## src/rtl/acctilt_pkg.sv

```systemverilog
// Package for the accelerometer tilt angle core: widths, flag struct,
// CORDIC arctangent table and the output scale constants. No dependencies.
package acctilt_pkg;

    localparam int SampleBits  = 13;
    localparam int CordicSteps = 20;
    localparam int AccelW      = 13;
    localparam int ModeW       = 2;
    localparam int TiltW       = 11;
    localparam int FracSqrt    = 12;
    localparam int SumW        = 2 * SampleBits;
    localparam int RootW       = SampleBits + FracSqrt;
    localparam int RadW        = 2 * RootW;
    localparam int CordW       = RootW + 3;
    localparam int AngW        = 33;
    localparam int AngMagW     = 32;
    localparam int RecipShift  = 40;
    localparam longint TiltNum   = 90000;
    localparam longint TiltDen   = 157;
    localparam longint TiltRecip = (TiltNum * 1024) / TiltDen;
    localparam int RightAngle  = 900;

    localparam logic [ModeW-1:0] ModeZ = 2'd0;
    localparam logic [ModeW-1:0] ModeX = 2'd1;
    localparam logic [ModeW-1:0] ModeY = 2'd2;

    typedef struct packed {
        logic neg;
        logic zero_num;
        logic zero_den;
        logic mode_bad;
    } t_flags;

    function automatic logic [31:0] atan_q30(input int idx);
        logic [31:0] v;
        case (idx)
            0:  v = 32'd843314856;
            1:  v = 32'd497837829;
            2:  v = 32'd263043836;
            3:  v = 32'd133525158;
            4:  v = 32'd67021686;
            5:  v = 32'd33543515;
            6:  v = 32'd16775850;
            7:  v = 32'd8388437;
            8:  v = 32'd4194282;
            9:  v = 32'd2097149;
            10: v = 32'd1048575;
            11: v = 32'd524287;
            12: v = 32'd262143;
            13: v = 32'd131071;
            14: v = 32'd65535;
            15: v = 32'd32767;
            16: v = 32'd16383;
            17: v = 32'd8191;
            18: v = 32'd4095;
            19: v = 32'd2047;
            20: v = 32'd1023;
            21: v = 32'd511;
            22: v = 32'd255;
            23: v = 32'd127;
            24: v = 32'd63;
            25: v = 32'd31;
            26: v = 32'd15;
            27: v = 32'd8;
            28: v = 32'd4;
            29: v = 32'd2;
            30: v = 32'd1;
            default: v = 32'd0;
        endcase
        return v;
    endfunction

endpackage

```

## src/rtl/acctilt_sqrt.sv

```systemverilog
// Pipelined floor square root of sum * 2^24, one root bit per stage.
// Carries the plain operand and flags alongside. Depends on acctilt_pkg.
module acctilt_sqrt
    import acctilt_pkg::*;
(
    input  logic                i_clk,
    input  logic                i_rst_n,
    input  logic                i_en,
    input  logic                i_valid,
    input  logic [SumW-1:0]     i_sum,
    input  logic [RootW-1:0]    i_plain,
    input  logic                i_num_is_root,
    input  t_flags              i_flags,
    output logic                o_valid,
    output logic [RootW-1:0]    o_num,
    output logic [RootW-1:0]    o_den,
    output t_flags              o_flags
);
    localparam int RemW = RootW + 2;

    logic [RootW:0]      r_valid;
    logic [RemW-1:0]     r_rem  [RootW+1];
    logic [RootW-1:0]    r_root [RootW+1];
    logic [RadW-1:0]     r_rad  [RootW+1];
    logic [RootW-1:0]    r_plain[RootW+1];
    logic [RootW:0]      r_nroot;
    t_flags              r_flags[RootW+1];

    always_comb begin
        r_valid[0] = i_valid;
        r_rem[0]   = '0;
        r_root[0]  = '0;
        r_rad[0]   = {i_sum, {(RadW-SumW){1'b0}}};
        r_plain[0] = i_plain;
        r_nroot[0] = i_num_is_root;
        r_flags[0] = i_flags;
    end

    for (genvar j = 0; j < RootW; j++) begin : g_step
        logic [RemW-1:0] n_rem, trial;
        always_comb begin
            n_rem = {r_rem[j][RemW-3:0], r_rad[j][RadW-1 -: 2]};
            trial = {r_root[j], 2'b01};
        end
        always_ff @(posedge i_clk) begin
            if (!i_rst_n) begin
                r_valid[j+1] <= 1'b0;
            end else if (i_en) begin
                r_valid[j+1] <= r_valid[j];
            end
            if (i_en) begin
                if (n_rem >= trial) begin
                    r_rem[j+1]  <= n_rem - trial;
                    r_root[j+1] <= {r_root[j][RootW-2:0], 1'b1};
                end else begin
                    r_rem[j+1]  <= n_rem;
                    r_root[j+1] <= {r_root[j][RootW-2:0], 1'b0};
                end
                r_rad[j+1]   <= {r_rad[j][RadW-3:0], 2'b00};
                r_plain[j+1] <= r_plain[j];
                r_nroot[j+1] <= r_nroot[j];
                r_flags[j+1] <= r_flags[j];
            end
        end
    end

    assign o_valid = r_valid[RootW];
    assign o_num   = r_nroot[RootW] ? r_root[RootW] : r_plain[RootW];
    assign o_den   = r_nroot[RootW] ? r_plain[RootW] : r_root[RootW];
    assign o_flags = r_flags[RootW];
endmodule

```

## config.mk

```make
export PLATFORM = sky130hd
export DESIGN_NAME = acctilt_sqrt
export DESIGN_NICKNAME = d
export VERILOG_FILES = /design/src/rtl/acctilt_pkg.sv /design/src/rtl/acctilt_sqrt.sv
export SDC_FILE = /design/constraint.sdc
export NUM_CORES = 2
export LEC_CHECK = 0
export BUFFER_PORTS_ARGS = -buffer_cell sky130_fd_sc_hd__buf_2
export CAP_MARGIN = 20
export CORE_MARGIN = 5
export CORE_UTILIZATION = 46
export CTS_BUF_LIST = sky130_fd_sc_hd__clkbuf_2 sky130_fd_sc_hd__clkbuf_4 sky130_fd_sc_hd__clkbuf_8
export DETAILED_ROUTE_END_ITERATION = 16
export MAX_ROUTING_LAYER = met4
export SYNTH_ARGS = -nofsm -noshare
export SYNTH_HDL_FRONTEND = slang
export SYNTH_SLANG_ARGS = --single-unit
```

## constraint.sdc

```tcl
create_clock -name i_clk -period 7.65 [get_ports i_clk]
set_clock_uncertainty 0.2 [all_clocks]
set_input_delay 0.3825 -clock i_clk [delete_from_list [all_inputs] [get_ports i_clk]]
set_output_delay 0.3825 -clock i_clk [all_outputs]
set_load 0.02 [all_outputs]
```

# Word level (Yosys, flattened, before mapping)
# Index checks and enable logic that the tools add are counted.
# Widths: inputs -> output; s select.
# word_totals
register_bits	1834
inputBits	60
output_inout_bits	55
elab_cells	348
# classes
n_addsub	24
order_cmp	25
muxes	51
# ops
op	count
$mux 25	25
$ge 27x10->1	1
$ge 27x11->1	1
$ge 27x12->1	1
$ge 27x13->1	1
$ge 27x14->1	1
$ge 27x15->1	1
$ge 27x16->1	1
$ge 27x17->1	1
$ge 27x18->1	1
$ge 27x19->1	1
$ge 27x20->1	1
$ge 27x21->1	1
$ge 27x22->1	1
$ge 27x23->1	1
$ge 27x24->1	1
$ge 27x25->1	1
$ge 27x26->1	1
$ge 27x3->1	1
$ge 27x4->1	1
$ge 27x5->1	1
$ge 27x6->1	1
$ge 27x7->1	1
$ge 27x8->1	1
28 further kinds	52

# Logic depth before layout (Yosys ltp)
# depth
depth_word	2
ltp_mapped	13

# Least setup slack after synthesis
# No wires, ideal clock.
# synth_path
path_type	register to register
from	register r_rem, in the netlist g_step[17].n_rem[2]
to	register r_rem, in the netlist g_step[18].n_rem[26] (data pin)
setup_time_ns	0.258
t_arrival_ns	3.154
required_time_ns	7.192
setup_slack_ns	4.038
path_stages_with_launch	12
cell_sequence	edfxtp_1 > ha_1 > fa_1 > a211o_1 > a2111oi_0 > o21bai_1 > a311o_1 > nand2_1 > o21ai_0 > and2_1 > or3_1 > xnor2_1
# synth_via
elab_chain_cells	2
elab_cells_between_ends	3
classes_between	add/sub: 1; order compare: 1; mux: 1
# synth_rtl
element	line_no	rtl
from (decl)	acctilt_sqrt.sv:22	logic [RemW-1:0] r_rem [RootW+1];
from (signal, indexed assignment)	acctilt_sqrt.sv:53	r_rem[j+1] <= n_rem - trial;
from (signal, indexed assignment)	acctilt_sqrt.sv:56	r_rem[j+1] <= n_rem;
$sub 25x19->25 or $ge 27x19->1 (tied branches)	acctilt_sqrt.sv:53, acctilt_sqrt.sv:52	
$mux 25 (*)	acctilt_sqrt.sv:52	if (n_rem >= trial) begin
# Every way passes the cells marked *; elsewhere a longest branch is shown, timed or not.
# A chain may end at the register's enable or synchronous reset.

# Final worst setup path
# layout_path
from	register r_rem, in the netlist g_step[20].n_rem[2]
to	register r_rem, in the netlist g_step[21].n_rem[24] (data pin)
# layout_via
elab_chain_cells	2
elab_cells_between_ends	3
classes_between	add/sub: 1; order compare: 1; mux: 1
# layout_rtl
element	line_no
$sub 25x22->25 or $ge 27x22->1 (tied branches)	acctilt_sqrt.sv:53, acctilt_sqrt.sv:52
$mux 25 (*)	acctilt_sqrt.sv:52
# Marks and branches as above.

==> results.md <==
- Crit path cell chain: ha_1, fa_1, a211o_1, a2111oi_0, o32ai_1, a2bb2oi_1, a211oi_1, nor2b_1, o21ai_1, nand2b_1, a22o_1
- Setup violations, final: 0
- H-tree levels: 5
- Total Routed Length: 135 mm
- Crit path launch type: flop
- Status: finished, final reports clean
- Worst-Skew Late Latency: 0.99 ns
- Vias: 41,821
- Fin nets: 6,189
- Met1 usage: 18.6%
- TritonCTS clock tree: done
- DIE AREA: 175,000 µm²
- P per Cell Area: 284 nW/µm²
- Fin. Hold Viols: 0
- RSZ-0062 raised after global routing: no
- Crit path largest cell delay: 0.67 ns
- DP Worst Slack: 3.50 ns
- Min Hold Slack: 0.178 ns
- Grt met2 use: 26.4%
- Worst slew margin: 26.5%
- Pin count of the biggest net entering global routing: 179
- Initial core utilization: 46.3%
- Clk buf depth: 4
- Clk pwr share: 33.0%
- Slew Viols, Final: 0
- Die W: 418 µm
- Number of iterations in the first detailed-routing pass: 7
- Synthesized area per cell: 14.5 µm²
- Synth unique cells: 86
- Post-synth EDFFs: 1,774
- Static Leak: 32.9 nW
- Setup CP Type: flop to flop
- CP max FO: 5
- GRT busiest layer: met2
- CTS Sinks: 1,799
- Post-place instance area: 79,900 µm²
- Register bit total from synthesis: 1,799
- DP HPWL: 90.4 mm
- Hold Path Class: flop to flop
- CTS Root Cell: clkbuf_8
- Height of the die: 418 µm
- # rows: 149
- First-pass GRT wire length: 215 mm
- Number of top-level pins: 115
- Setup Fix Bufs, Post-CTS: 0
- CP max-delay cell: a2111oi_0
- Setup crit end kind: flop
- Core area: 165,000 µm²
- GP Congestion: 0.898
- Synthesized area: 76,500 µm²
- Worst Tran Pin Value: 1.09 ns
- Post-route ant nets: 0
- Proportion of layout cells with a drive suffix above 1: 12.7%
- Switch Pwr: 6.32 mW
- Commonest non-fill, non-tap cell in the layout: edfxtp_1
- TritonCTS Buffers: 314
- Top_reg_cell synth: edfxtp_1
- Worst EP arrival: 4.74 ns
- Synth Warn #: 0
- Max-cap viol count: 0
- Met3 Use GR: 3.30%
- Reg power frac: 51.9%
- Finished layout cell area: 86,900 µm²
- Worst endpoint required time: 8.19 ns
- Combinational share of power: 15.1%
- Fmax: 238 MHz
- Gr usage total: 15.7%
- DR vias/cell: 5.11
- DRC viols: 0
- Min cycle time layout: 4.20 ns
- Avg WL per Cell: 16.5 µm
- Sw frac: 25.7%
- Pint: 18.3 mW
- Vias in the first global route: 41,949
- Most frequent cells in the layout: 1,774 x edfxtp_1, 417 x inv_1, 327 x clkbuf_8
- Sequential fraction of the synthesis area: 70.3%
- DR iter-0 viols: 2,581
- Syn nets: 5,681
- Clk slew on worst S/H paths: 0.06 ns
- Final period utilization: 54.9%
- Post-synthesis cell count: 5,284
- Synth async-reset ratio: 0%
- Initial antenna violation count: 5
- Area delta synth->final: 13.6%
- Input/output buffers: 114
- Overflow left after global routing: 0
- Final setup margin: 3.45 ns
- Max VDD drop: 0.000173 V
- Setup TNS: 0 ns
metrics by stage:
stage	util (%)	instances	power (mW)
2_1_floorplan	-	5284	15.4
3_3_place_gp	48.4	7543	16.6
3_5_place_dp	48.4	7543	16.7
4_1_cts	52.6	8180	25.0
5_1_grt	52.6	8183	26.0
6_report	52.6	8184	24.6
power by group through the flow:
| stage | clock network (mW) | logic [mW] | registers [mW] |
|---|---|---|---|
| CTS | 8.47 | 3.75 | 12.8 |
| global route | 8.94 | 4.20 | 12.9 |
| global placement | 0 | 3.62 | 13.0 |
| finish | 8.13 | 3.73 | 12.8 |
| detailed placement | 0 | 3.68 | 13.0 |
| floorplan | 0 | 2.76 | 12.7 |
worst max-delay path, delay by kind of cell, from the launching register on:
kind            cells  cell delay (ns)
fa+ha+maj           2             0.74
simple gates        2             0.17
compound gates      7             2.36
flops               1             0.47
worst paths after layout:
kind	end	cells past startpoint	from	slack (ns)
worst min-delay path	r_plain[76]$_DFFE_PP_	0	r_plain[101]$_DFFE_PP_	0.18
worst max register to register	g_step[21].n_rem[24]$_DFFE_PP_	11	g_step[20].n_rem[2]$_SDFFCE_PP0P_	3.45
worst min register to register	r_plain[76]$_DFFE_PP_	0	r_plain[101]$_DFFE_PP_	0.18
worst max-delay path	g_step[21].n_rem[24]$_DFFE_PP_	11	g_step[20].n_rem[2]$_SDFFCE_PP0P_	3.45
timing repair:
action | 4_1_cts | 5_1_grt
endpoints found under the hold margin | 212 | 0
hold buffers | 120 | 0
resized for setup | 0 | 0
cells by family after synthesis:
kind of cell    share of synthesized area [%]
compound gates                           7.41
xor+xnor                                 4.65
fa+ha+maj                                5.62
buf+inv                                  2.47
flops                                    70.3
mux                                      1.91
other cells                           0.00490
simple gates                             7.64
sequential cells by signal, summed over array words and instances (netlist names):
signal,count
r_valid,24
r_plain,625
r_flags,96
o_flags,4
o_valid,1
g_step.trial,300
r_nroot,25
r_rad,132
g_step.n_rem,567
r_root,25
synthesized netlist by cell type, types with 50 or more instances:
| cell | count | share of area, % |
|---|---|---|
| edfxtp_1 | 1774 | 70 |
| inv_1 | 417 | 2.0 |
| ha_1 | 326 | 5.3 |
| nand2_1 | 317 | 1.6 |
| a21oi_1 | 303 | 2.0 |
| nor2_1 | 299 | 1.5 |
| o21ai_0 | 227 | 1.5 |
| xor2_1 | 226 | 2.6 |
| xnor2_1 | 180 | 2.1 |
| nor3_1 | 127 | 0.83 |
| mux2_2 | 104 | 1.5 |
| a21o_1 | 101 | 0.99 |
| clkbuf_1 | 69 | 0.34 |
| nor2b_1 | 68 | 0.56 |
| nand3_1 | 66 | 0.43 |
| nor4_1 | 64 | 0.52 |
| o21a_1 | 50 | 0.49 |
layer usage:
layer / wire [µm] / share of wire, %
met4: 4550 / 3.4
met5: 0 / 0
met3: 6080 / 4.5
met2: 67500 / 50
met1: 56900 / 42
cell type report:
cell class / instances / area (µm²)
repair buffers: 272 / 2150
diodes: 2 / 5.00
fillers: 13816 / 78300
multi-input cells: 2986 / 20900
inverters: 419 / 1580
flip-flops and latches: 1799 / 53800
clock buffers: 430 / 5270
well taps: 2189 / 2740
clock inverters: 87 / 474
No activity file was read; power rests on OpenSTA's default activity.
