$ cat src/rtl/acctilt_pkg.sv
// Package for the accelerometer tilt angle core: widths, flag struct,
// CORDIC arctangent table and the output scale constants. No dependencies.
package acctilt_pkg;

    localparam int SampleBits  = 13;
    localparam int CordicSteps = 20;
    localparam int AccelW      = 13;
    localparam int ModeW       = 2;
    localparam int TiltW       = 11;
    localparam int FracSqrt    = 12;
    localparam int SumW        = 2 * SampleBits;
    localparam int RootW       = SampleBits + FracSqrt;
    localparam int RadW        = 2 * RootW;
    localparam int CordW       = RootW + 3;
    localparam int AngW        = 33;
    localparam int AngMagW     = 32;
    localparam int RecipShift  = 40;
    localparam longint TiltNum   = 90000;
    localparam longint TiltDen   = 157;
    localparam longint TiltRecip = (TiltNum * 1024) / TiltDen;
    localparam int RightAngle  = 900;

    localparam logic [ModeW-1:0] ModeZ = 2'd0;
    localparam logic [ModeW-1:0] ModeX = 2'd1;
    localparam logic [ModeW-1:0] ModeY = 2'd2;

    typedef struct packed {
        logic neg;
        logic zero_num;
        logic zero_den;
        logic mode_bad;
    } t_flags;

    function automatic logic [31:0] atan_q30(input int idx);
        logic [31:0] v;
        case (idx)
            0:  v = 32'd843314856;
            1:  v = 32'd497837829;
            2:  v = 32'd263043836;
            3:  v = 32'd133525158;
            4:  v = 32'd67021686;
            5:  v = 32'd33543515;
            6:  v = 32'd16775850;
            7:  v = 32'd8388437;
            8:  v = 32'd4194282;
            9:  v = 32'd2097149;
            10: v = 32'd1048575;
            11: v = 32'd524287;
            12: v = 32'd262143;
            13: v = 32'd131071;
            14: v = 32'd65535;
            15: v = 32'd32767;
            16: v = 32'd16383;
            17: v = 32'd8191;
            18: v = 32'd4095;
            19: v = 32'd2047;
            20: v = 32'd1023;
            21: v = 32'd511;
            22: v = 32'd255;
            23: v = 32'd127;
            24: v = 32'd63;
            25: v = 32'd31;
            26: v = 32'd15;
            27: v = 32'd8;
            28: v = 32'd4;
            29: v = 32'd2;
            30: v = 32'd1;
            default: v = 32'd0;
        endcase
        return v;
    endfunction

endpackage

$ cat src/rtl/acctilt_scale.sv
// Angle to tenths of a degree: reciprocal multiply, one-step correction,
// clamp, special cases and sign. Two register stages. Depends on acctilt_pkg.
module acctilt_scale
    import acctilt_pkg::*;
(
    input  logic                    i_clk,
    input  logic                    i_rst_n,
    input  logic                    i_en,
    input  logic                    i_valid,
    input  logic signed [AngW-1:0]  i_angle,
    input  t_flags                  i_flags,
    output logic                    o_valid,
    output logic signed [TiltW-1:0] o_tilt
);
    localparam int ProdW = AngMagW + 17;
    localparam int EstW  = AngMagW + 20;
    localparam int QW    = EstW - RecipShift;

    logic [AngMagW-1:0] amag;
    logic [ProdW-1:0]   r_prod;
    logic [EstW-1:0]    r_est;
    t_flags             r_flags;
    logic               r_valid1, r_valid2;
    logic [QW-1:0]      q0, q;
    logic [QW+7:0]      bound;
    logic [TiltW-1:0]   mag_t;
    logic signed [TiltW-1:0] n_tilt;

    // angle is never negative in range; clamp anyway
    assign amag = i_angle[AngW-1] ? '0 : i_angle[AngMagW-1:0];

    always_comb begin
        q0    = r_est[EstW-1 -: QW];
        bound = (QW+8)'(q0 + 1'b1) * (QW+8)'(TiltDen);
        // estimate is low by at most one
        q     = ({bound, 30'b0} <= (QW+38)'(r_prod)) ? q0 + 1'b1 : q0;
        if (q > QW'(RightAngle)) begin
            mag_t = TiltW'(RightAngle);
        end else begin
            mag_t = TiltW'(q);
        end
        if (r_flags.mode_bad || r_flags.zero_num) begin
            mag_t = '0;
        end else if (r_flags.zero_den) begin
            mag_t = TiltW'(RightAngle);
        end
        n_tilt = r_flags.neg ? -signed'(mag_t) : signed'(mag_t);
    end

    always_ff @(posedge i_clk) begin
        if (!i_rst_n) begin
            r_valid1 <= 1'b0;
            r_valid2 <= 1'b0;
        end else if (i_en) begin
            r_valid1 <= i_valid;
            r_valid2 <= r_valid1;
        end
        if (i_en) begin
            r_prod  <= ProdW'(amag) * ProdW'(TiltNum);
            r_est   <= EstW'(amag) * EstW'(TiltRecip);
            r_flags <= i_flags;
            o_tilt  <= n_tilt;
        end
    end

    assign o_valid = r_valid2;
endmodule

$ cat config.mk
export PLATFORM = sky130hd
export DESIGN_NAME = acctilt_scale
export DESIGN_NICKNAME = d
export VERILOG_FILES = /design/src/rtl/acctilt_pkg.sv /design/src/rtl/acctilt_scale.sv
export SDC_FILE = /design/constraint.sdc
export NUM_CORES = 2
export LEC_CHECK = 0
export ABC_AREA = 1
export BUFFER_PORTS_ARGS = -buffer_cell sky130_fd_sc_hd__buf_2
export CAP_MARGIN = 20
export CELL_PAD_IN_SITES_DETAIL_PLACEMENT = 2
export CELL_PAD_IN_SITES_GLOBAL_PLACEMENT = 2
export CORE_MARGIN = 10
export CORE_UTILIZATION = 46
export DETAILED_ROUTE_END_ITERATION = 12
export HOLD_SLACK_MARGIN = 0.05
export PLACE_DENSITY = 0.95
export SLEW_MARGIN = 40
export SYNTH_ARGS = -nofsm -noshare
export SYNTH_HDL_FRONTEND = slang
export SYNTH_SLANG_ARGS = --single-unit
$ cat constraint.sdc
create_clock -name i_clk -period 22.4 [get_ports i_clk]
set_clock_uncertainty 0.05 [all_clocks]
set_input_delay 1.12 -clock i_clk [delete_from_list [all_inputs] [get_ports i_clk]]
set_output_delay 1.12 -clock i_clk [all_outputs]
set_load 0.02 [all_outputs]
**After elaboration in Yosys (flattened, before gate mapping)**

Cells that the tools add are included.

- Input port bits: 41
- Register bits: 113
- ROM bits: 0
- Memories kept: 0
- Memory bits (writable): 0
- Bits in latches: 0
- Logic and storage cells: 24
- Output and inout port bits: 12

- Equality and inequality tests: 0
- Order comparisons: 2
- $add $sub $neg: 3
- Reductions and logical operators: 1
- $mul: 3
- Bitwise logic cells: 0
- Shift operators: 0
- Mux-type cells: 6
- Divide/modulo/power cells: 0

Operators by type and width:

| operator | number |
|---|---|
| 32-bit by 19-bit multiplier with 51-bit output (second input constant) | 1 |
| 50-bit by 49-bit less-or-equal comparator with 1-bit output | 1 |
| 32-bit by 13-bit multiplier with 45-bit output (second input constant) | 1 |
| 11-bit 2-to-1 mux | 4 |
| 32-bit 2-to-1 mux | 1 |
| 13-bit by 8-bit multiplier with 20-bit output (second input constant) | 1 |
| 12-bit by 1-bit adder with 13-bit output (second input constant) | 1 |
| 12-bit by 1-bit adder with 12-bit output (second input constant) | 1 |
| 12-bit by 10-bit greater-than comparator with 1-bit output (second input constant) | 1 |
| 12-bit 2-to-1 mux | 1 |
| 11-bit negator | 1 |
| 1-bit logical OR | 1 |

**Logic depth before layout (Yosys ltp)**

- Depth after elaboration: 10
- Mapped depth: 53
- Mapped depth without buffers: 53

**Worst setup path after synthesis**

OpenSTA, ideal clock, no wires.

- Path kind: register to register
- Start point: register r_est[40]
- End point: register o_tilt[10] (data pin)
- Data arrival time: 7.193 ns
- Setup slack: 14.904 ns
- Period minus slack after synthesis: 7.496 ns
- Setup time: 0.253 ns
- Required time: 22.097 ns
- Cell stages (with the launch flop): 48
- Cell sequence: edfxtp_1 > ha_1 > nand2_1 > inv_1 > nand2_4 > xor2_1 > inv_1 > fa_1 > inv_1 > ha_1 > inv_1 > fa_1 > fa_1 > inv_1 > ha_1 > a21oi_1 > o21ai_0 > nand2_1 > (+12 left out) > a221oi_1 > nand2_1 > nand2_1 > nand2_4 > buf_6 > o21ai_1 > nand2_1 > nor2_1 > nand2_2 > nand2_1 > nor2_2 > nand3_1 > ha_1 > inv_1 > nor2_2 > nand2_2 > o21ai_1 > inv_1

- Longest elaborated chain between the ends: 10
- Elaborated cells on any way between the ends: 11
- Classes of those cells: add/sub: 3; mul: 1; order compare: 2; mux: 5

Ends and longest elaborated chain:

| what | line | text |
|---|---|---|
| start: declaration | acctilt_scale.sv:21 | `logic [EstW-1:0] r_est;` |
| start signal: assignment | acctilt_scale.sv:60 | `r_est <= EstW'(amag) * EstW'(TiltRecip);` |
| 12-bit by 1-bit adder with 13-bit output | acctilt_scale.sv:34 | `bound = (QW+8)'(q0 + 1'b1) * (QW+8)'(TiltDen);` |
| 13-bit by 8-bit multiplier with 20-bit output | acctilt_scale.sv:34 |  |
| 50-bit by 49-bit less-or-equal comparator with 1-bit output | acctilt_scale.sv:36 | `q = ({bound, 30'b0} <= (QW+38)'(r_prod)) ? q0 + 1'b1 : q0;` |
| 12-bit 2-to-1 mux (*) | acctilt_scale.sv:36 |  |
| 12-bit by 10-bit greater-than comparator with 1-bit output | acctilt_scale.sv:37 | `if (q > QW'(RightAngle)) begin` |
| 11-bit 2-to-1 mux (*) | acctilt_scale.sv:37 |  |
| 11-bit 2-to-1 mux (*) | acctilt_scale.sv:44 | `end else if (r_flags.zero_den) begin` |
| 11-bit 2-to-1 mux (*) | acctilt_scale.sv:42 | `if (r_flags.mode_bad \|\| r_flags.zero_num) begin` |
| 11-bit negator | acctilt_scale.sv:47 | `n_tilt = r_flags.neg ? -signed'(mag_t) : signed'(mag_t);` |
| 11-bit 2-to-1 mux (*) | acctilt_scale.sv:47 |  |
| net n_tilt[10] | acctilt_scale.sv:27 | `logic signed [TiltW-1:0] n_tilt;` |
| end signal: assignment | acctilt_scale.sv:62 | `o_tilt <= n_tilt;` |
| end: declaration | acctilt_scale.sv:13 | `output logic signed [TiltW-1:0] o_tilt` |

The timed path passes the listed nets; every way through them passes the cells marked *.
A chain may end at the register's enable or synchronous reset.

**Worst setup path in the final report**

- Start point: register r_est[42]
- End point: register o_tilt[8] (data pin)

The elaborated chain is that of the path after synthesis.

==> results.md <==
* Die Y-Extent at 249.7 um
* Syn Nets at 3546
* Setup Fix Bufs, Post-CTS at 0
* Placed Cells at 3377
* Leading cell type in the layout, fill and taps excluded: inv_1
* Most used DFF post-synth: edfxtp_1
* H-tree Lvls at 3
* Required @ worst endpoint at 22.46 ns
* Synthesized area at 24260 sq um
* Cts repair resizes at 0
* ANT cells at 0
* Io pins at 53
* CP delay by family, top: simple AND/OR/NAND/NOR gates
* Rows at 84
* First-pass iteration count of the detailed router at 5
* Status: completed
* Worst Setup SP: r_est[42]
* GRT overflow at 0
* Post-DP Area at 25540 sq um
* HP Start: r_valid1
* Post-synthesis sequential area ratio at 0.09077
* Layout cells sized above 1 at 0.04177
* Slew Viols, Final at 0
* Final period util at 0.4628
* Number of global-route vias before repair at 25020
* # DRC at 0
* Area of the core at 52340 sq um
* Most frequent cells in the layout: inv_1 (837), fa_1 (486), ha_1 (400)
* Initial antenna violation count at 3
* GR Util All Layers at 0.3685
* Critical path depth in cells at 49
* Met1 Track Usage GR at 0.3493
* Clock-pin slew on the worst setup and hold paths at 0.08 ns
* # setup viols final at 0
* Syn avg cell area at 9.263 sq um
* EDFF count, synth at 72
* HPWL Detailed at 95020 um
* Pin count of the biggest net entering global routing at 76
* Reg2reg start: r_est[42]
* Syn Inst Count at 2619
* Pre-CTS setup slack at 12.44 ns
* Unrepaired setup endpoints after global routing: no
* Max_cap viols at 0
* Total die area at 62330 sq um
* Layout area overhead at 6.612%
* TritonCTS Buffers at 9
* Max-slew headroom at 0.4071
* Total Nets Final at 3627
* DR WL/cell at 33.64 um
* Die Wd at 249.7 um
* DRT iter0 DRCs at 1412
* Grt peak-use layer: met2
* Min-delay worst type: flop to flop
* Area contributors post-synth: fa_1 (40%), ha_1 (21%), inv_1 (13%), edfxtp_1 (8.9%), nand2_1 (3.8%)
* Hold depth at 2
* Yosys reg bits at 74
* CTS Root Cell: clkbuf_16
* Met3 Usage GRT at 0.09118
* Port bufs at 52
* Drt via density at 5.948
* Num Clock Sinks at 74
* TritonCTS clock tree: built
* Critical path type: flop to flop
* Top cell type's share of synthesized area at 0.4010
* Layout Cells excl Fill at 3393
* Synth area leader: fa_1
* Worst skew pair latency at 0.37 ns
* Grt met2 use at 0.6461
* CP most frequent cell: nand2_1
* CP Capture Type: flop
* Final GP Congestion at 0.9150
* Clk buf depth at 2
* Clock period minus worst slack at 10.37 ns
* Fin area at 25860 sq um
* Post-Route WL at 114200 um
* Startpoint Class: flop
* Final hold viol count at 0
* Post-synthesis cell type count at 39
* Least-Margin Pin Slew at 0.8801 ns
* Critical path's largest stage delay at 0.64 ns
* Routed Antenna Nets at 0
* Setup TNS at 0 ns
* Synth async-reset ratio at 0
* # hold bufs at CTS at 0
* CP bufs+invs at 8
* Fmax at 0.09647 GHz
* First-pass GRT wire length at 166900 um
* Via count at 20180
* R2R depth at 49
* Worst path slowest cell: edfxtp_1
* Starting Density at 0.4635
* Setup WS post-layout at 12.03 ns
* Arr. time, crit path at 10.43 ns
* Crit path max fanout at 16
* Ys Warns at 0
[cell families after synthesis]
family | count (synthesis) | synth area share
xor+xnor | 82 | 0.02960
compound gates | 243 | 0.05673
fa+ha+maj | 886 | 0.6073
flops | 74 | 0.09077
simple gates | 490 | 0.08468
buf+inv | 844 | 0.1309
[cell type report]
| type | count | area [sq um] |
|---|---|---|
| Fill cell | 5679 | 26480 |
| Sequential cell | 74 | 2202 |
| Clock buffer | 11 | 232.7 |
| Tap cell | 688 | 860.8 |
| Clock inverter | 5 | 78.83 |
| Timing Repair Buffer | 77 | 454.2 |
| Inverter | 837 | 3142 |
| Multi-Input combinational cell | 1701 | 18890 |
[cells in the mapped netlist, drive strengths merged, types with 2 or more instances]
master / count
a211oi: 4
a21boi: 9
a21o: 13
a21oi: 111
a311oi: 2
a31oi: 16
clkbuf: 6
dfxtp: 2
edfxtp: 72
fa: 486
ha: 400
inv: 837
nand2: 259
nand3: 45
nand3b: 2
nand4: 17
nor2: 144
nor3: 13
nor4: 6
o211ai: 3
o21a: 5
o21ai: 69
o21bai: 2
o31ai: 5
or2: 3
xnor2: 29
xor2: 53
[metrics by stage]
step	hold WS, ns	util
global placement	0.4096	0.4879
CTS	0.4529	0.4940
finish	0.4446	0.4942
detailed placement	0.4410	0.4880
floorplan	0.3982	-
global route	0.4792	0.4942
[worst register-to-register path: cells and delay by family (launching register included)]
kind | cells | cell delay, ns
buf+inv | 8 | 0.88
simple gates | 23 | 3.08
compound gates | 10 | 2.60
xor+xnor | 1 | 0.22
flops | 1 | 0.64
fa+ha+maj | 7 | 2.61
[layer usage]
| layer | vias up | wire [um] |
|---|---|---|
| met5 | - | 34 |
| met1 | 10280 | 36420 |
| li1 | 8098 | - |
| met4 | 4 | 12670 |
| met2 | 1115 | 57340 |
| met3 | 684 | 7692 |
[state kept, by name, summed over array words and instances, names as in the netlist]
register,flops
r_prod,44
o_valid,1
r_flags,4
r_valid1,1
r_est,13
o_tilt,11
[final timing paths]
check,to,slack [ns]
worst max-delay path,o_tilt[8],12.03
worst min-delay path,o_valid,0.44
worst max register to register,o_tilt[8],12.03
worst min register to register,o_valid,0.44
Power is not shown: default switching activity piles up to over one toggle a cycle in this logic, so the estimate is an artifact.
