==> config.mk <==
export PLATFORM = sky130hd
export DESIGN_NAME = acctilt_front
export DESIGN_NICKNAME = d
export VERILOG_FILES = /design/src/rtl/acctilt_pkg.sv /design/src/rtl/acctilt_front.sv
export SDC_FILE = /design/constraint.sdc
export NUM_CORES = 1
export LEC_CHECK = 0
export ABC_CLOCK_PERIOD_IN_PS = 9600
export BUFFER_PORTS_ARGS = -buffer_cell sky130_fd_sc_hd__buf_4
export CORE_MARGIN = 5
export CORE_UTILIZATION = 60
export DETAILED_ROUTE_END_ITERATION = 16
export MAX_ROUTING_LAYER = met4
export PLACE_DENSITY_LB_ADDON = 0.1
export SLEW_MARGIN = 0
export SYNTH_ARGS = -nofsm -noshare
export SYNTH_HDL_FRONTEND = slang
export SYNTH_SLANG_ARGS = --single-unit
==> constraint.sdc <==
create_clock -name i_clk -period 9.6 [get_ports i_clk]
set_clock_uncertainty 0.05 [all_clocks]
set_input_delay 0.48 -clock i_clk [delete_from_list [all_inputs] [get_ports i_clk]]
set_output_delay 0.48 -clock i_clk [all_outputs]
set_load 0.005 [all_outputs]
==> src/rtl/acctilt_pkg.sv <==
// Package for the accelerometer tilt angle core: widths, flag struct,
// CORDIC arctangent table and the output scale constants. No dependencies.
package acctilt_pkg;

    localparam int SampleBits  = 13;
    localparam int CordicSteps = 20;
    localparam int AccelW      = 13;
    localparam int ModeW       = 2;
    localparam int TiltW       = 11;
    localparam int FracSqrt    = 12;
    localparam int SumW        = 2 * SampleBits;
    localparam int RootW       = SampleBits + FracSqrt;
    localparam int RadW        = 2 * RootW;
    localparam int CordW       = RootW + 3;
    localparam int AngW        = 33;
    localparam int AngMagW     = 32;
    localparam int RecipShift  = 40;
    localparam longint TiltNum   = 90000;
    localparam longint TiltDen   = 157;
    localparam longint TiltRecip = (TiltNum * 1024) / TiltDen;
    localparam int RightAngle  = 900;

    localparam logic [ModeW-1:0] ModeZ = 2'd0;
    localparam logic [ModeW-1:0] ModeX = 2'd1;
    localparam logic [ModeW-1:0] ModeY = 2'd2;

    typedef struct packed {
        logic neg;
        logic zero_num;
        logic zero_den;
        logic mode_bad;
    } t_flags;

    function automatic logic [31:0] atan_q30(input int idx);
        logic [31:0] v;
        case (idx)
            0:  v = 32'd843314856;
            1:  v = 32'd497837829;
            2:  v = 32'd263043836;
            3:  v = 32'd133525158;
            4:  v = 32'd67021686;
            5:  v = 32'd33543515;
            6:  v = 32'd16775850;
            7:  v = 32'd8388437;
            8:  v = 32'd4194282;
            9:  v = 32'd2097149;
            10: v = 32'd1048575;
            11: v = 32'd524287;
            12: v = 32'd262143;
            13: v = 32'd131071;
            14: v = 32'd65535;
            15: v = 32'd32767;
            16: v = 32'd16383;
            17: v = 32'd8191;
            18: v = 32'd4095;
            19: v = 32'd2047;
            20: v = 32'd1023;
            21: v = 32'd511;
            22: v = 32'd255;
            23: v = 32'd127;
            24: v = 32'd63;
            25: v = 32'd31;
            26: v = 32'd15;
            27: v = 32'd8;
            28: v = 32'd4;
            29: v = 32'd2;
            30: v = 32'd1;
            default: v = 32'd0;
        endcase
        return v;
    endfunction

endpackage

==> src/rtl/acctilt_front.sv <==
// Front stage: sign extension, squares of the two root axes, plain operand.
// Depends on acctilt_pkg.
module acctilt_front
    import acctilt_pkg::*;
(
    input  logic                     i_clk,
    input  logic                     i_rst_n,
    input  logic                     i_en,
    input  logic                     i_valid,
    input  logic [AccelW-1:0]        i_x,
    input  logic [AccelW-1:0]        i_y,
    input  logic [AccelW-1:0]        i_z,
    input  logic [ModeW-1:0]         i_mode,
    output logic                     o_valid,
    output logic [SumW-1:0]          o_sum,
    output logic [RootW-1:0]         o_plain,
    output logic                     o_num_is_root,
    output t_flags                   o_flags
);
    logic [AccelW+SampleBits-1:0] ext_x, ext_y, ext_z;
    logic signed [SampleBits-1:0] sx, sy, sz, sa, sb, sp;
    logic signed [SumW-1:0]       sq_a, sq_b;
    logic [SampleBits-1:0]        pmag;
    logic [SumW-1:0]              n_sum;
    t_flags                       n_flags;
    logic                         r_valid;

    assign ext_x = {{SampleBits{1'b0}}, i_x};
    assign ext_y = {{SampleBits{1'b0}}, i_y};
    assign ext_z = {{SampleBits{1'b0}}, i_z};
    assign sx = signed'(ext_x[SampleBits-1:0]);
    assign sy = signed'(ext_y[SampleBits-1:0]);
    assign sz = signed'(ext_z[SampleBits-1:0]);

    always_comb begin
        unique case (i_mode)
            ModeX: begin
                sa = sy; sb = sz; sp = sx;
            end
            ModeY: begin
                sa = sx; sb = sz; sp = sy;
            end
            default: begin
                sa = sx; sb = sy; sp = sz;
            end
        endcase
        sq_a  = sa * sa;
        sq_b  = sb * sb;
        n_sum = SumW'(sq_a) + SumW'(sq_b);
        pmag  = sp[SampleBits-1] ? SampleBits'(-sp) : SampleBits'(sp);
        n_flags.neg      = sp[SampleBits-1];
        n_flags.mode_bad = (i_mode != ModeZ) && (i_mode != ModeX) && (i_mode != ModeY);
        if (i_mode == ModeZ) begin
            n_flags.zero_num = (n_sum == '0);
            n_flags.zero_den = (pmag == '0);
        end else begin
            n_flags.zero_num = (pmag == '0);
            n_flags.zero_den = (n_sum == '0);
        end
    end

    always_ff @(posedge i_clk) begin
        if (!i_rst_n) begin
            r_valid <= 1'b0;
        end else if (i_en) begin
            r_valid <= i_valid;
        end
        if (i_en) begin
            o_sum         <= n_sum;
            o_plain       <= {pmag, {FracSqrt{1'b0}}};
            o_num_is_root <= (i_mode == ModeZ);
            o_flags       <= n_flags;
        end
    end

    assign o_valid = r_valid;
endmodule

; ---- After elaboration in Yosys (flattened, before gate mapping)
; Cells that the tools add are included.
[word_totals]
rom_bits = 0
ff_bits = 45
mem_count = 0
mem_bits_rw = 0
inputBits = 45
latchBits = 0
output_inout_bits = 57
[classes]
addsub = 2
n_div = 0
n_eq_ne = 4
n_mux = 5
reduce_logical = 7
n_mul = 2
bitwise = 0
shift = 0
order_cmp = 0
[ops]
columns = cell, n
row1 = multiplier 13 x 13 -> 26 bit, 2
row2 = 2-to-1 mux 13 bit, 3
row3 = adder 26 bit, 1
row4 = logical NOT 26 bit, 1
row5 = one-hot mux 13 bit (2 select lines), 1
row6 = logical NOT 13 bit, 1
row7 = negator 13 bit, 1
row8 = equality test 2 x 1 -> 1 bit (second input constant), 1
row9 = equality test 2 bit (second input constant), 1
row10 = logical AND 1 bit, 2
row11 = logical NOT 2 bit, 1
row12 = 2-to-1 mux 2 bit, 1
row13 = inequality test 2 x 1 -> 1 bit (second input constant), 1
row14 = inequality test 2 bit (second input constant), 1
row15 = nonzero test 2 bit, 1
row16 = OR reduction 2 bit, 1

; ---- Depth between registers and ports, before layout
; Gate-level depths: netlist of the first run.
[logic_depth]
depth_word = 7
ltp_mapped = 33

; ---- Worst setup path after synthesis of the first run
; OpenSTA, ideal clock, no wires.
[synth_timing]
path_type = in2reg
from = input port i_mode[0]
to = register o_flags[1] (netlist name), data pin
slack_ns = 1.195
arrival_ns = 8.186
cell_stages = 28
required_time_ns = 9.381
path_cell_list = inv_1 -> ha_1 -> buf_2 -> buf_2 -> buf_4 -> mux2i_1 -> inv_1 -> clkbuf_1 -> nand2_1 -> fa_1 -> inv_1 -> fa_1 -> fa_1 -> fa_1 -> fa_1 -> fa_1 -> inv_1 -> fa_1 -> inv_1 -> ha_1 -> a211o_1 -> a21oi_1 -> o21bai_1 -> o21a_1 -> or3_1 -> a2111oi_4 -> nand4b_1 -> o31ai_1
[synth_lines]
columns = element, line_no
row1 = start: declaration, acctilt_front.sv:13  ; input logic [ModeW-1:0] i_mode,
row2 = end signal: assignment, acctilt_front.sv:72  ; o_flags <= n_flags;
row3 = end: declaration, acctilt_front.sv:18  ; output t_flags o_flags

==> results list, run 1 <==
* Placer Congestion: roughly 0.94
- Across the run, the number of max-cap violations was 0.
- Total of fill cells in the finished design: 1972
- Sorting the synthesized cells by area gives the leading types as fa_1 48%, inv_1 11%, ha_1 10%.
* Cell at the root of the clock tree: clkbuf_16
* Final Net Count: 1999
- Entering global routing, the biggest net connects 46 pins.
- In the synthesized netlist the dominant register cell turns out to be edfxtp_1.
- Setup repair after global routing left no endpoint under its margin.
- Crit start category: primary input
- Critical path start-end classification: in2reg
- The number of antenna violations at the first check in global routing was 0.
- Depth of the worst register-to-register path: 2
- Hold is met by 348 ps.
- In this run, post-CTS repair resized a total of 0 instances.
* Startpoint of the worst hold path: i_rst_n
- Summing every instance area after synthesis gives around 0.014 sq mm.
- Sequential elements use 9.52% of the synthesized area.
* Number of top-level design ports: around 100
- The repair_antennas step left the layout with diodes totalling 0.
- Count of synthesis-stage warnings from yosys: 0
* First DRT Iteration DRCs: between 500 and 600
* Number of I/O port buffers: a little under 90
* Setup slack, reg-to-reg: approximately 9000 ps
- Worst reg2reg startpoint: o_valid
- Area inside the core boundary: roughly 0.023 sq mm
- Number of vias after detailed routing: between 9000 and 10000
* Antenna-violating nets left: 0
- CTS tree: yes
* Number of storage elements in the synthesis netlist: 45
- Routed length per placed instance: around 19 microns
- The largest total area in the synthesized netlist belongs to fa_1.
- Final design area excluding fillers: between 0.015 and 0.02 sq mm
- Share of flip-flops with an asynchronous set or reset after synthesis: 0%
- Library cell with the highest instance count after synthesis: inv_1
- Number of instances in the synthesized netlist: 1412
- Count of endpoints failing setup in the final report: 0
* Count of clock tree sinks: between 40 and 50
* P&R area growth vs syn: 8.43%
- The floorplan has between 50 and 60 rows.
- Routed WL: between 30000 and 40000 microns
- The floorplan step set the die width to ~160 microns.
* Fmax: between 100 and 150 MHz
- In the routed layout, each cell is associated on average with a via count of 5.39.
* Final hold violation count: 0
* Actual slew at the worst max-slew pin: ~1100 ps
* Count of different cell masters after synthesis: 69
* HP Class: in2reg
* Detailed placer's ending HPWL: roughly 31000 microns
- Sink of the worst hold path: o_valid
- Starting utilization of the core area: approximately three fifths
- Post-route minimum period: 8730 ps
* Share of the synthesized area in the top cell type: between 40% and 50%
* GRT overflow: 0
- Arrival time worst endpoint: 8800 ps
* Via count of the first global-routing pass: roughly 11000
- Dividing the final minimum period by the clock period gives 91.0%.
- Worst-path maximum fanout: 22
- Critical path endpoint category: flop
- The endpoint identified for the worst register-to-register timing path is o_valid.
- Along the worst hold path, the cell count comes to 2.
- The number of setup buffers added after CTS is 0.
- Worst skew pair latency: 290 ps
- Result of the run: completed
- The first global-routing pass estimated between 50000 and 60000 microns of wire.
* Syn Area/Cell: 9.98 sq um
* Tot GR Track Use: around 28%
- The final count of pins violating max slew is 0.
- The clock passes through at most 2 buffers.
- After detailed routing, the number of remaining DRC violations is 0.
- TritonCTS buffer count: 5
- Full die area: 0.0266 sq mm
* Leading cell types by count after synthesis: 404 x inv_1, 335 x fa_1, 117 x ha_1
- Buffers inserted to repair hold after CTS numbered 0.
- Fraction of final layout cells with drive strength greater than 1: under 10%
* Relative max-transition margin: 24.0%
- Count of H-tree levels built during CTS: 2
- Data on the critical path is required at its endpoint by 9670 ps.
- Fin Setup TNS: 0 ps
* Clock transition time at the flip-flop clock pins of the worst setup and hold paths: approximately 60 ps
* Placed Area: roughly 0.015 sq mm
* Count of flip-flops with a built-in enable after synthesis: 44
- Measured along the y axis, the die boundary spans between 150 and 200 microns.
* DR pass1 iterations: 6
==> kinds of logic (layout without fill, tap and decap cells) <==
| logic type | count (synthesis) | in the layout | synth area share [%] |
|---|---|---|---|
| fa+ha+maj | 452 | 452 | 58.0 |
| buf+inv | 448 | 528 | 12.4 |
| simple gates | 273 | 273 | 8.48 |
| compound gates | 100 | 100 | 5.25 |
| xor+xnor | 53 | 53 | 3.30 |
| flops | 45 | 45 | 9.52 |
| mux | 40 | 40 | 3.03 |
| other cells | 1 | 12 | 0.0266 |
==> worst max path at each step <==
| stage | from | end |
|---|---|---|
| after floorplan | i_mode[0] | o_flags[1] |
| after global placement | i_mode[1] | o_flags[2] |
| after detailed placement | i_mode[1] | o_flags[1] |
| after CTS | i_mode[1] | o_flags[1] |
| after global routing | i_mode[1] | o_flags[2] |
| final | i_mode[1] | o_flags[1] |
==> through the flow <==
step	std cells	util (%)	setup WS, ps
floorplan	1423	-	1200
global placement	1814	65.0	690
detailed placement	1814	65.0	635
CTS	1822	65.7	919
global route	1822	65.7	372
finish	1822	65.7	867
==> registers in the layout, indices dropped and copies added, names as in the netlist <==
| register | count |
|---|---|
| o_sum | 26 |
| o_plain | 13 |
| o_flags | 4 |
| o_num_is_root | 1 |
| o_valid | 1 |
==> placed cells by master, fill, tap and decap left out, types with 15 or more instances in the layout <==
cell type  synthesis  routed
xnor2_1           40      40
fa_1             335     335
nor2_1           108     108
ha_1             117     117
a21oi_1           20      20
inv_1            404     404
mux2i_1           23      23
nand2_1          108     108
buf_4             13     102
mux2_2            15      15
edfxtp_1          44      44
==> layer usage <==
metal / routed length, microns / track usage [%] / up-vias
met5: 0 / - / -
met4: 2320 / 14.9 / 0
met3: 2180 / 3.63 / 99
met2: 18300 / 49.0 / 346
met1: 11900 / 32.1 / 4984
li1: - / - / 4397
==> critical path, cell delays in order <==
cell,delay [ps]
buf_4,120
inv_1,70
ha_1,810
mux2_2,470
clkinv_1,390
nor2_1,290
inv_1,90
fa_1,520
fa_1,530
fa_1,460
fa_1,550
inv_1,50
fa_1,490
fa_1,490
inv_1,50
fa_1,480
inv_1,40
ha_1,340
a211o_1,280
a21oi_1,220
o21bai_1,150
o21a_1,200
or3_1,380
a2111oi_4,370
nand4b_1,190
o31ai_1,270
==> final cells by class <==
| type | count | area, sq um | share of cell area, % |
|---|---|---|---|
| Inverter | 417 | 1570 | 10.2 |
| Timing Repair Buffer | 103 | 786 | 5.15 |
| Tap cell | 319 | 399 | 2.61 |
| Clock inverter | 1 | 7.51 | 0.0492 |
| Sequential cell | 45 | 1340 | 8.78 |
| Clock buffer | 7 | 133 | 0.868 |
| Multi-Input combinational cell | 930 | 11000 | 72.3 |
Power of run 1 is not shown: default switching activity piles up to over one toggle a cycle in this logic, so the estimate is an artifact.
==> run 2, diff against run 1 <==
Settings changed: ABC_CLOCK_PERIOD_IN_PS 9600 to 11080, CTS_CLUSTER_SIZE from default to 24, HOLD_SLACK_MARGIN from default to 0.02.
Clock period 9.6 ns to 11.08 ns, I/O delays scaled along.
==> results list, run 2 (synthesis gave the netlist of run 1 again) <==
* Result of the run: completed
* Count of clock tree sinks: 45 (unchanged)
- The number of port buffers came to 89 (unchanged).
- Row count: 56 (unchanged)
- Clock tree synthesis selected as its root buffer the cell clkbuf_16.
* Total length of routed met2 wires: 17900 microns (-1.9%)
- Count of H-tree levels built during CTS: 2 (unchanged)
- Relative max-transition margin: 29.4% (+5.4 points)
- The antenna cell count is 0 (unchanged).
- The sum of met3 wire segment lengths after detailed routing came to 1780 microns (-18%).
- STA classifies the critical path startpoint as a primary input.
* HP Class: in2reg
- Post-CTS setup buffer count: 0 (unchanged)
- The worst setup slack before clock tree synthesis is 1670 ps (+1030 ps).
- Per-cell via count in the routed design: 5.39 (about the same)
- The number of buffers inserted during clock tree synthesis was 5 (unchanged).
* Fin Setup TNS: 0 ps (unchanged)
* Detailed placer's ending HPWL: 31300 microns (about the same)
* Initial antenna violation count: 0 (unchanged)
* DR pass1 iterations: 5 (-1)
- Actual slew at the worst max-slew pin: 1030 ps (-79.4 ps)
- Routed WL: 34700 microns (+0.17%)
* Antenna-violating nets left: 0 (unchanged)
- The global route total overflow was 0 (unchanged).
- Fmax: about 110 MHz
- Tot GR Track Use: 28.1% (-0.11 points)
- Registers with the highest flip-flop counts: o_sum (26), o_plain (13), o_flags (4)
- Worst-path maximum fanout: 20 (-9.1%)
* RSZ-0062 raised after global routing: no
- RR Endpoint: o_valid
* Critical path start-end classification: in2reg
* CTS tree: yes
- Placer Congestion: 0.924 (-2.0%)
- The overall via count from detail_route came to 9805 (-0.21%).
- Post-route minimum period: a little over 9000 ps
* Critical path endpoint category: flop
* Launching instance or port of the critical path: i_mode[1]
- Commonest non-fill, non-tap cell in the layout: inv_1
- The synthesis-to-finish area growth is 8.41% (about the same).
- Max FFs per register: 26 (unchanged)
- Reported max-cap violation count: 0 (unchanged)
* Area inside the core boundary: 0.0233 sq mm (unchanged)
- Clock transition time at the flip-flop clock pins of the worst setup and hold paths: 60 ps (about the same)
* Number of pins with negative max-slew slack in the final report: 0 (unchanged)
* Highest-count cells in the layout ignoring fill and taps: 404 x inv_1, 335 x fa_1, 117 x ha_1
* First-pass GRT wire length: 55300 microns (about the same)
* Worst setup path end: o_flags[1]
* Worst skew pair latency: 290 ps (about the same)
- Share of the clock period used by the worst path after layout: between 80 and 90%
* Horiz. Die Dim: 163 microns (unchanged)
- Number of instances resized during post-cts repair: 0 (unchanged)
- Number of top-level design ports: 102 (unchanged)
- The worst register-to-register path begins at o_valid.
* Number of hold buffers added after cts: 0 (unchanged)
- Setup slack, reg-to-reg: 10440 ps (+1480 ps)
- Vertical die dimension: 163 microns (unchanged)
* Largest net degree at the start of global routing: 46 (unchanged)
- Count of endpoints failing setup in the final report: 0 (unchanged)
- The initial standard-cell utilization of the core was 60.5% (unchanged).
- Number of remaining DRC errors: 0 (unchanged)
- In this run the top signal layer used is met4.
* Worst hold margin: 417 ps (+68.5 ps)
- The setup slack after layout came to 1820 ps (+953 ps).
* Final hold violation count: 0 (unchanged)
- The routed metal-1 wirelength was 12700 microns (+6.7%).
* Required time at the endpoint of the critical path: 11140 ps (+1470 ps)
* Arrival time worst endpoint: 9320 ps (+520 ps)
- Number of buffers on the longest clock path: 2 (unchanged)
- The number of design-rule violations left by the first detailed-router iteration was 548 (-7.4%).
* Depth of the worst register-to-register path: 2 (unchanged)
- The final layout net count came to 1996 (-0.15%).
* Via count of the first global-routing pass: 10500 (-0.93%)
* Fraction of final layout cells with drive strength greater than 1: 9.20% (-0.11 points)
- The average wire per cell in the routed design came to 19.1 microns (+0.33%).
- The register with the most flip-flops in the final layout is o_sum.
- Full die area: 0.0266 sq mm (unchanged)
run 2: per-layer routing:
metal	GRT usage (%)	up-vias
li1	-	4396
met1	33.3	4984
met2	47.2	324
met3	2.90	101
met4	15.9	0
met5	-	-
run 2: worst max-delay path, stage by stage:
cell and delay, ps:
buf_4 120, inv_1 70, ha_1 400, buf_4 340, mux2i_1 880, clkinv_1 600, nand2_1 290, fa_1 470
fa_1 530, fa_1 540, inv_1 60, fa_1 500, fa_1 460, fa_1 510, inv_1 40, fa_1 470
inv_1 40, ha_1 400, nor2_1 200, a2111oi_0 100, a211oi_1 560, o21ai_0 220, xor2_1 220, a2111oi_4 290
nand4b_1 150, o31ai_1 270
run 2: final cells by class:
class                   instances  area (sq um)
clock buffers                   7           143
inverters                     417          1570
repair buffers                100           751
well taps                     319           399
fillers                      1971          7990
multi-input cells             930         11000
clock inverters                 1          30.0
flip-flops and latches         45          1340
run 2: worst min-delay path by stage:
stage | cells past startpoint | start | endpoint | slack [ps]
floorplan | 2 | o_valid | o_valid | 460
global placement | 2 | o_valid | o_valid | 450
detailed placement | 2 | o_valid | o_valid | 470
CTS | 2 | i_rst_n | o_valid | 420
global route | 2 | i_rst_n | o_valid | 420
finish | 2 | i_rst_n | o_valid | 420
run 2: per-stage QoR:
step                utilization, %  cell area (sq um)  instances
global route                  65.6              15300       1819
detailed placement            64.9              15100       1811
floorplan                        -              14100       1423
CTS                           65.6              15300       1819
finish                        65.6              15300       1819
global placement              64.9              15100       1811
Power of run 2 is left out for the same reason.
